**src/hdl/rtpe_pkg.sv**
```systemverilog
// ----------------------------------------------------------------------------
// rtpe_pkg
// shared types, constants and sequencer states of the resonant tank estimator
// ----------------------------------------------------------------------------
package rtpe_pkg;

    localparam int MAX_SAMPLES_DEF  = 256;
    localparam int NUM_CHANNELS_DEF = 4;

    localparam logic [63:0] CLK_EFF     = 64'd768000000;
    localparam logic [17:0] SPACING_MIN = 18'd2500;
    localparam logic [17:0] SPACING_MAX = 18'd20000;
    localparam logic [31:0] INT32_MAX   = 32'h7FFF_FFFF;
    localparam logic [31:0] INT32_MIN   = 32'h8000_0000;
    localparam int DIV_W = 64;

    typedef struct packed {
        logic [15:0] current_sample;
        logic [15:0] timer_sample;
        logic [15:0] voltage_sample;
        logic        last_sample;
        logic [1:0]  channel;
        logic [15:0] switch_on_time;
        logic [15:0] switch_off_time;
        logic [15:0] pwm_period;
    } sample_t;

    typedef struct packed {
        logic [1:0]         result_channel;
        logic [17:0]        resonant_freq;
        logic signed [31:0] q_factor;
        logic signed [31:0] inductance;
        logic [15:0]        peak_current;
        logic [2:0]         valid_flags;
        logic [15:0]        switch_freq;
        logic [31:0]        cycle_count;
    } result_t;

    typedef struct packed {
        logic             start;
        logic [DIV_W-1:0] num;
        logic [DIV_W-1:0] den;
    } div_req_t;

    typedef struct packed {
        logic             busy;
        logic             done;
        logic [DIV_W-1:0] quo;
    } div_rsp_t;

    typedef enum logic [5:0] {
        ST_IDLE,
        ST_FSW, ST_FSW_W,
        ST_SCAN_INIT, ST_SCAN_RD, ST_SCAN_EV, ST_SCAN_END,
        ST_PAIR,
        ST_T1_RD, ST_T1_EV, ST_T2_RD, ST_T2_EV,
        ST_F0, ST_F0_W,
        ST_ANG_MUL, ST_ANG, ST_ANG_W,
        ST_F0SQ, ST_FSWSQ, ST_QCHK, ST_QM1, ST_QM2, ST_QDIV, ST_QDIV_W,
        ST_RISE_INIT, ST_RISE_RD, ST_RISE_EV, ST_RISE_CHK,
        ST_RE_RD, ST_RE_EV, ST_RS_RD, ST_RS_EV,
        ST_VS_RD, ST_VS_EV,
        ST_VB, ST_VB_W, ST_LMUL, ST_LDIV, ST_LDIV_W,
        ST_DONE
    } state_t;

endpackage

```
**src/hdl/rtpe_div.sv**
```systemverilog
// ----------------------------------------------------------------------------
// rtpe_div
// shared unsigned restoring divider, one quotient bit per cycle
// ----------------------------------------------------------------------------
module rtpe_div (
    input  logic              clk,
    input  logic              rst_n,
    input  rtpe_pkg::div_req_t req,
    output rtpe_pkg::div_rsp_t rsp
);
    import rtpe_pkg::*;

    localparam int CNT_W = $clog2(DIV_W);

    logic [DIV_W:0]   rem_reg, rem_next;
    logic [DIV_W-1:0] quo_reg, quo_next;
    logic [DIV_W-1:0] den_reg;
    logic [CNT_W-1:0] cnt_reg;
    logic             busy_reg, done_reg;
    logic [DIV_W:0]   shifted;
    logic             fits;

    always_comb
    begin
        shifted  = {rem_reg[DIV_W-1:0], quo_reg[DIV_W-1]};
        fits     = shifted >= {1'b0, den_reg};
        rem_next = fits ? (shifted - {1'b0, den_reg}) : shifted;
        quo_next = {quo_reg[DIV_W-2:0], fits};
    end

    always_ff @(posedge clk or negedge rst_n)
    begin
        if (!rst_n)
        begin
            busy_reg <= 1'b0;
            done_reg <= 1'b0;
            cnt_reg  <= '0;
        end
        else if (req.start)
        begin
            busy_reg <= 1'b1;
            done_reg <= 1'b0;
            cnt_reg  <= '0;
        end
        else if (busy_reg)
        begin
            cnt_reg <= cnt_reg + 1'b1;
            if (cnt_reg == CNT_W'(DIV_W - 1))
            begin
                busy_reg <= 1'b0;
                done_reg <= 1'b1;
            end
        end
        else
        begin
            done_reg <= 1'b0;
        end
    end

    always_ff @(posedge clk)
    begin
        if (req.start)
        begin
            rem_reg <= '0;
            quo_reg <= req.num;
            den_reg <= req.den;
        end
        else if (busy_reg)
        begin
            rem_reg <= rem_next;
            quo_reg <= quo_next;
        end
    end

    assign rsp.busy = busy_reg;
    assign rsp.done = done_reg;
    assign rsp.quo  = quo_reg;

endmodule

```
**config.mk**
```make
export PLATFORM = sky130hd
export DESIGN_NAME = rtpe_div
export DESIGN_NICKNAME = d
export VERILOG_FILES = /design/src/hdl/rtpe_pkg.sv /design/src/hdl/rtpe_div.sv
export SDC_FILE = /design/constraint.sdc
export NUM_CORES = 1
export LEC_CHECK = 0
export ABC_AREA = 1
export BUFFER_PORTS_ARGS = -buffer_cell sky130_fd_sc_hd__buf_2
export CORE_MARGIN = 4
export CORE_UTILIZATION = 45
export CTS_CLUSTER_DIAMETER = 50
export DETAILED_ROUTE_END_ITERATION = 12
export GPL_ROUTABILITY_DRIVEN = 1
export PLACE_DENSITY = 0.67
export RECOVER_POWER = 50
export SLEW_MARGIN = 30
export SYNTH_ARGS = -nofsm -noshare
export SYNTH_HDL_FRONTEND = slang
export SYNTH_SLANG_ARGS = --single-unit
```
**constraint.sdc**
```tcl
create_clock -name clk -period 3.1 [get_ports clk]
set_input_delay 0.465 -clock clk [delete_from_list [all_inputs] [get_ports clk]]
set_output_delay 0.465 -clock clk [all_outputs]
set_load 0.03 [all_outputs]
```
After elaboration in Yosys (flattened, before gate mapping) --
Cells that the tools add are included.
Word-level totals: bits in registers 200, input bits 131, output and inout port bits 66
Operators by class: reduce and logical (&&, ||, !) cells 1, $lt $le $gt $ge 1, equal/unequal tests 2, add/subtract/negate cells 2, muxes and demuxes 11
Operator list (number):
- 64-bit two-way mux | 3
- 65-bit by 64-bit >= comparator with 1-bit output | 1
- 64-bit subtractor | 1
- 6-bit two-way mux | 2
- 6-bit by 1-bit adder with 6-bit output, second input constant | 1
- 6-bit == test, second input constant | 1
- 1-bit two-way mux | 6
- 3-bit by 2-bit != test with 1-bit output, second input constant | 1
- 2-bit nonzero test | 1

Depth between registers and ports, before layout --
Gate-level depths: netlist of the first run.
depth in word-level cells 4, gate-level depth with buffers 19, mapped depth without buffers 18

Worst setup path before layout of the first run --
OpenSTA, ideal clock, no wires.
path kind input-to-reg, start point input port req[128] (netlist name), end point register quo_reg[0], enable pin, stages 4, setup time 0.454 ns, arrival 2.953 ns, slack -0.307 ns, cell sequence clkbuf_1 nor2_1 clkinv_1 clkbuf_1
Between the ends: cells in the longest elaborated chain, start to end 1
RTL lines:
- from (decl) | line rtpe_div.sv:8 | input rtpe_pkg::div_req_t req,
- 2-bit nonzero test (no line)
- to (signal assigned) | line rtpe_div.sv:65 | quo_reg <= req.num;
- to (signal assigned) | line rtpe_div.sv:71 | quo_reg <= quo_next;
- to (decl) | line rtpe_div.sv:16 | logic [DIV_W-1:0] quo_reg, quo_next;
Every way passes these cells. A chain may end at the register's enable or synchronous reset.

Final worst setup path of the first run --
start point input port req[128] (netlist name), end point register quo_reg[1] (data pin)
Between the ends: cells in the longest elaborated chain, start to end 1
RTL lines:
- 64-bit two-way mux | line rtpe_div.sv:62 | if (req.start)
Every way passes these cells.

==> run metrics, run 1 <==
critical path depth 4; status finished with violations; post-CTS setup buffers 0; reg2reg path depth 16; most common cell in the netlist nand2_1; area leader, netlist edfxtp_1; Synth cell types 37; type of origin of the critical path input pin; CTS tree built; WP data arrival approximately 3.1 ns; die width about 190 um; Clk Latency, worst-skew pair about 0.47 ns; quantity of I/O buffers inserted on ports roughly 200; CTS root buffer clkbuf_16; top-level port count around 200; clock sink count 200; Ys Warns 0; Hold Vio Cnt, Final 0; CP Max Fanout ~130; VDD IR max a little over 0.4 mV; H-tree levels 4; Min Clock Period, post-route around 2.8 ns; most common library cells after synthesis 917 x nand2_1, 415 x inv_1, 137 x nand3_1, 128 x edfxtp_1, 106 x nor2_1; Psw 1.92 mW; min-delay worst type in -> reg; area grow syn2layout 14.0%; Internal approximately 4.6 mW; Power per Cell Area ~400 nW/um^2; register area share after synthesis between 30% and 40%; pin count of the biggest net entering global routing roughly 130; average wire per standard cell around 17 um; vias per cell roughly 5.0; slowest CP cell buf_2; Tot GR Track Use about a quarter; dpl hpwl between 30,000 and 40,000 um; CORE AREA just over 30,000 sq um; metal3 WL between 3000 and 4000 um; Seq pwr share between 40% and 50%; CTS clock-pin slew for the worst setup and hold paths 0.09 ns; LEAKAGE approximately 9.2 nW; fin crit share 90.6%; net count after synthesis 2,372; worst path bufs/invs 2; M1 WL ~21,000 um; Final setup viols 0; FMAX between 300 and 400 MHz; critical-path cell list buf_4 > buf_2 > nand2_1 > nand2_1; antenna-violating nets left 0; Max Cap Violations 1; Worst R2R Setup Slack roughly 0.32 ns; Highest Signal Layer met5; Slew Limit Headroom -74.8%; Worst Skew around 0.025 ns; top cells by area, synth edfxtp_1 27%, nand2_1 24%, inv_1 11%, dfxtp_1 9.0%, ha_1 5.7%; Mean Syn Cell Area 6.57 sq um; storage element area 5330 sq um; clock power share between 30% and 40%; Syn Inst Count about 2,200; CTS max path bufs 2; layout cell share with drive strength beyond 1 a little over an eighth; Post-Syn Area roughly 14,000 sq um; aggregate global routing overflow 0; vias in the first global route around 13,000; crit end category register; unrepaired setup endpoints after global routing no; first-pass GRT wire length 71,100 um; routed wl met2 around 20,000 um; Top delay family on crit path buffers and inverters; Post-synth top flop edfxtp_1; initial antenna violation count 1; fraction of registers with async set/reset 4.00%; CP dominant cell by count nand2_1; Worst-Margin Slew around 2.6 ns; post-layout util roughly 53%; WP data required 3.41 ns; Initial Util a little under half; cell depth of the worst hold path 1; fin. max-slew vios about 130; ant diodes 0; Final Net Count ~2,600; drt drc 0; number of enable flip-flop cells after synthesis around 130; DRT Pass-1 Iters 6; Yosys reg bits 200; failing checks max-capacitance violations, max-slew violations; multi-input logic area between 6000 and 7000 sq um; Via Count between 10,000 and 15,000; CTS buffer count 17; final-layout fill cell count approximately 3,200; WS Path Type in -> reg; CP max stage delay between 1.5 and 2 ns; switching part of the total 29.6%; final RePlAce weighted congestion a little over 1; WL final between 40,000 and 50,000 um; initial DRC count 1,108; Combinational Power Share 15.5%; die area roughly 35,000 sq um; share of the synthesized area in the top cell type 26.9%; Setup TNS 0 ns; Rows 64; die height approximately 190 um
[power by group through the flow]
stage	sequential, mW	clock, mW	combinational (mW)
2_1_floorplan	3.28	0	0.493
3_3_place_gp	3.14	0	0.993
3_5_place_dp	3.14	0	1.01
6_report	3.09	2.39	1.01
5_1_grt	3.10	2.54	1.12
4_1_cts	3.09	2.45	1.01
[layout by cell type, fill, tap and decap left out, types with 2 or more instances in the layout]
cell type | netlist | routed
nand3_1 | 137 | 137
o21ai_1 | 15 | 15
inv_1 | 415 | 415
inv_2 | 29 | 30
clkinv_2 | 0 | 2
dfrtp_1 | 8 | 8
nor2_1 | 106 | 105
clkbuf_1 | 23 | 5
ha_1 | 65 | 65
inv_8 | 0 | 4
nand2_1 | 917 | 917
nand3b_1 | 32 | 32
o21bai_1 | 9 | 9
o21ai_0 | 31 | 31
clkinv_1 | 4 | 3
buf_2 | 12 | 192
buf_4 | 4 | 20
dfxtp_1 | 64 | 64
clkbuf_16 | 0 | 17
xnor2_1 | 28 | 28
xor2_1 | 3 | 3
edfxtp_1 | 128 | 128
nor2_4 | 3 | 3
nor3_1 | 15 | 15
a31oi_1 | 2 | 2
a21oi_1 | 54 | 54
clkinv_8 | 0 | 2
or2_2 | 3 | 3
nor2_2 | 11 | 12
nor4_1 | 2 | 2
nand4_1 | 18 | 18
nand3_2 | 11 | 11
a21o_1 | 2 | 2
buf_12 | 0 | 2
inv_6 | 0 | 3
bufinv_16 | 0 | 2
nand2_2 | 8 | 8
[per-layer routing]
metal  vias to the layer above  GRT usage, %
met5                         -             0
met2                       505          42.0
met3                        58          5.83
met4                         2          7.64
met1                      6188          37.0
li1                       7011             -
[logic make-up after synthesis]
kind of cell               synth area share (%)
and+or+nand+nor                            36.9
DFF                                        37.3
xor gates and xnor gates                   1.90
adders and majority gates                  5.83
AOI/OAI and AO/OA                          4.30
buffers and inverters                      13.8
[area by class of cell]
| type | instances | share of cell area [%] |
|---|---|---|
| clock inverter | 14 | 1.11 |
| multi-input combinational | 1478 | 42.9 |
| clock buffer | 18 | 2.64 |
| inverter | 448 | 10.3 |
| timing repair buffer | 220 | 7.25 |
| sequential | 200 | 32.7 |
| tap | 396 | 3.04 |
[final timing paths]
| path | from | endpoint |
|---|---|---|
| setup / recovery | req[128] | quo_reg[1]$_DFFE_PP_ |
| hold / removal | req[43] | den_reg[43]$_DFFE_PP_ |
| min in group asynchronous | rst_n | cnt_reg[3]$_DFFE_PN0P_ |
| setup reg to reg | den_reg[28]$_DFFE_PP_ | rem_reg[16]$_SDFFE_PP0P_ |
| hold reg to reg | rem_reg[37]$_SDFFE_PP0P_ | rem_reg[37]$_SDFFE_PP0P_ |
| max in group asynchronous | rst_n | cnt_reg[1]$_DFFE_PN0P_ |
[metrics by stage]
stage               cells  power, mW  instance area [sq um]  hold WS [ns]  setup WS (ns)
finish               2774       6.48                  16300         0.162          0.290
floorplan            2175       3.78                  14300         0.169          0.727
global placement     2741       4.13                  15700         0.316          0.330
CTS                  2774       6.54                  16300         0.135          0.329
detailed placement   2741       4.15                  15700         0.315          0.342
global route         2774       6.76                  16300         0.143        0.00320
[repair_timing]
item                      in CTS  in global routing
hold buffers                   1                  0
hold endpoints to repair       8                  0
gates resized for setup        0                  0
No activity file was read; power rests on OpenSTA's default activity.
==> run 2, diff against run 1 <==
--- a/config.mk
+++ b/config.mk
@@ -12,7 +12,7 @@
 export CTS_CLUSTER_DIAMETER = 50
 export DETAILED_ROUTE_END_ITERATION = 12
 export GPL_ROUTABILITY_DRIVEN = 1
-export PLACE_DENSITY = 0.67
+export PLACE_DENSITY_LB_ADDON = 0.25
 export RECOVER_POWER = 50
 export SLEW_MARGIN = 30
 export SYNTH_ARGS = -nofsm -noshare
==> run 2 against run 1 <==
Compared with the run above:
- the run still ends with max-capacitance violations, max-slew violations left
- combinational power hardly changed
- sequential power hardly changed
- power is 0.84% higher
- non-clock buffer count is 10 lower
- critical path type is now reg -> reg
==> run metrics, run 2 (synthesis results as in run 1) <==
die area 34,700 sq um (unchanged); CTS root buffer clkbuf_16; M1 WL 20,400 um (-4.6%); ant diodes 0 (unchanged); DRT Pass-1 Iters 6 (unchanged); Via Count 13,600 (-0.92%); failing checks max-capacitance violations, max-slew violations; WL final 44,100 um (-4.4%); CP max stage delay 0.41 ns (-1.43 ns); most frequent cells in the layout 917 x nand2_1, 415 x inv_1, 193 x buf_2, 137 x nand3_1, 128 x edfxtp_1; layout cell share with drive strength beyond 1 13.0% (-0.20 points); post-CTS setup buffers 0 (unchanged); area grow syn2layout 14.2%; Tot GR Track Use 25.4% (-1.2 points); CTS clock-pin slew for the worst setup and hold paths 0.10 ns (about the same); first-pass GRT wire length 68,500 um (-3.8%); WP data arrival 3.07 ns (-0.05 ns); worst r2r src den_reg[48]$_DFFE_PP_; cell depth of the worst hold path 1 (unchanged); pin count of the biggest net entering global routing 96 (-25%); clock power share 37.5% (+0.6 points); initial DRC count 1,122 (+1.3%); hold path start req[44]; Slew Limit Headroom -38.8% (+36 points); drt drc 0 (unchanged); Worst-Margin Slew 2.08 ns (-0.540 ns); top-level port count 197 (unchanged); PostCTS Resize Cnt 0 (unchanged); final worst slack 0.380 ns (+0.0902 ns); quantity of I/O buffers inserted on ports 196 (unchanged); min-delay worst type in -> reg; CP Max Fanout 25 (-80%); total power 6.54 mW (+0.84%); Final Net Count 2,552 (-0.39%); Min Clock Period, post-route 2.72 ns (-0.0902 ns); dpl hpwl 35,300 um (-3.0%); Hold EP den_reg[44]$_DFFE_PP_; FMAX 368 MHz (+3.3%); fin. max-slew vios 96 (-25%); Psw 1.95 mW (+1.8%); antenna-violating nets left 0 (unchanged); metal3 WL 3380 um (-2.1%); Combinational Power Share 15.3% (-0.2 points); WP data required 3.45 ns (+0.04 ns); die width 186 um (unchanged); commonest non-fill, non-tap cell in the layout nand2_1; Internal 4.59 mW (+0.44%); Top delay family on crit path simple AND/OR/NAND/NOR gates; VDD IR max 0.396 mV (-4.1%); initial antenna violation count 0 (-1); worst path bufs/invs 3 (+1); LEAKAGE 9.14 nW (-0.10%); Power per Cell Area 401 nW/um^2 (+0.69%); final non-filler cell total 2,764 (-0.36%); vias in the first global route 13,000 (-0.71%); type of origin of the critical path register; critical-path cell list inv_1 > ha_1 > nand2_1 > inv_2 > nand2_1 > nor2_2 > nand2_1 > nor2_1 > nand3_1 > nand2_2 > nor2_4 > nand2_4 > buf_12 > nand3_1 > nand2_1 > nand2_1; Setup TNS 0 ns (unchanged); status finished with violations; Max Cap Violations 1 (unchanged); Clk Latency, worst-skew pair 0.47 ns (about the same); final RePlAce weighted congestion 1.01 (-0.12%); WS Path Type reg -> reg; die height 186 um (unchanged); reg2reg path depth 16 (unchanged); routed wl met2 19,200 um (-4.0%); crit end category register; H-tree levels 4 (unchanged); Seq pwr share 47.1% (-0.5 points); vias per cell 4.93 (-0.56%); aggregate global routing overflow 0 (unchanged); cell count after placement 2,731 (-0.36%); fin crit share 87.7% (-2.9 points); Hold Vio Cnt, Final 0 (unchanged); switching part of the total 29.8% (+0.28 points); R2R Path End rem_reg[53]$_SDFFE_PP0P_; Final setup viols 0 (unchanged); Initial Util 46.1% (unchanged); slowest CP cell ha_1; Rows 64 (unchanged); Worst R2R Setup Slack 0.38 ns (+0.06 ns); CTS max path bufs 2 (unchanged); CORE AREA 31,000 sq um (unchanged); DP Worst Slack 0.477 ns (+0.136 ns); Worst Skew 0.0285 ns (+0.00353 ns); CTS tree built; clock sink count 200 (unchanged); CTS buffer count 17 (unchanged); Highest Signal Layer met4; average wire per standard cell 15.9 um (-4.0%); unrepaired setup endpoints after global routing no; CP dominant cell by count nand2_1
## run 2: cell types whose count changed in the layout (fill, tap and decap cells not counted), moves of 2 or more
cell	previous run	this run
buf_12	2	6
clkinv_8	2	7
clkbuf_1	5	2
inv_6	3	1
buf_4	20	6
clkinv_4	0	2
inv_8	4	2
## run 2: power by group through the flow
stage               sequential (mW)  clock, mW  combinational [mW]
floorplan                      3.28          0               0.493
global placement               3.14          0               0.989
detailed placement             3.14          0                1.00
CTS                            3.08       2.51                1.00
global route                   3.10       2.62                1.11
finish                         3.08       2.45                1.00
## run 2: routing by layer
metal	track usage, %	up-vias
met4	7.20	0
met1	35.3	6132
met3	6.38	57
met5	0	-
met2	39.7	458
li1	-	6990
## run 2: final cells by class
cell class / count / area, sq um
Clock inverter: 15 / 230
Inverter: 448 / 1680
Timing Repair Buffer: 210 / 1160
Fill cell: 3183 / 14700
Sequential cell: 200 / 5330
Clock buffer: 17 / 425
Multi-Input combinational cell: 1478 / 6990
Tap cell: 396 / 495
## run 2: worst max-delay path by stage
stage / from / depth (start not counted) / slack, ns / to
after floorplan: req[128] / 4 / 0.73 / quo_reg[0]$_DFFE_PP_
after global placement: den_reg[50]$_DFFE_PP_ / 16 / 0.47 / rem_reg[53]$_SDFFE_PP0P_
after detailed placement: den_reg[48]$_DFFE_PP_ / 16 / 0.48 / rem_reg[53]$_SDFFE_PP0P_
after CTS: den_reg[48]$_DFFE_PP_ / 16 / 0.44 / rem_reg[53]$_SDFFE_PP0P_
after global routing: den_reg[48]$_DFFE_PP_ / 16 / 0.15 / rem_reg[53]$_SDFFE_PP0P_
final: den_reg[48]$_DFFE_PP_ / 16 / 0.38 / rem_reg[53]$_SDFFE_PP0P_
## run 2: per-stage QoR
step	area (sq um)	hold WS (ns)	util, %
floorplan	14300	0.169	-
global placement	15700	0.315	50.5
detailed placement	15700	0.318	50.5
CTS	16300	0.141	52.7
global route	16300	0.142	52.6
finish	16300	0.157	52.6
## run 2: what timing repair did
| action | in CTS | in global routing |
|---|---|---|
| hold buffers | 1 | 0 |
| endpoints found under the hold margin | 8 | 0 |
| setup endpoints to repair | 0 | 0 |
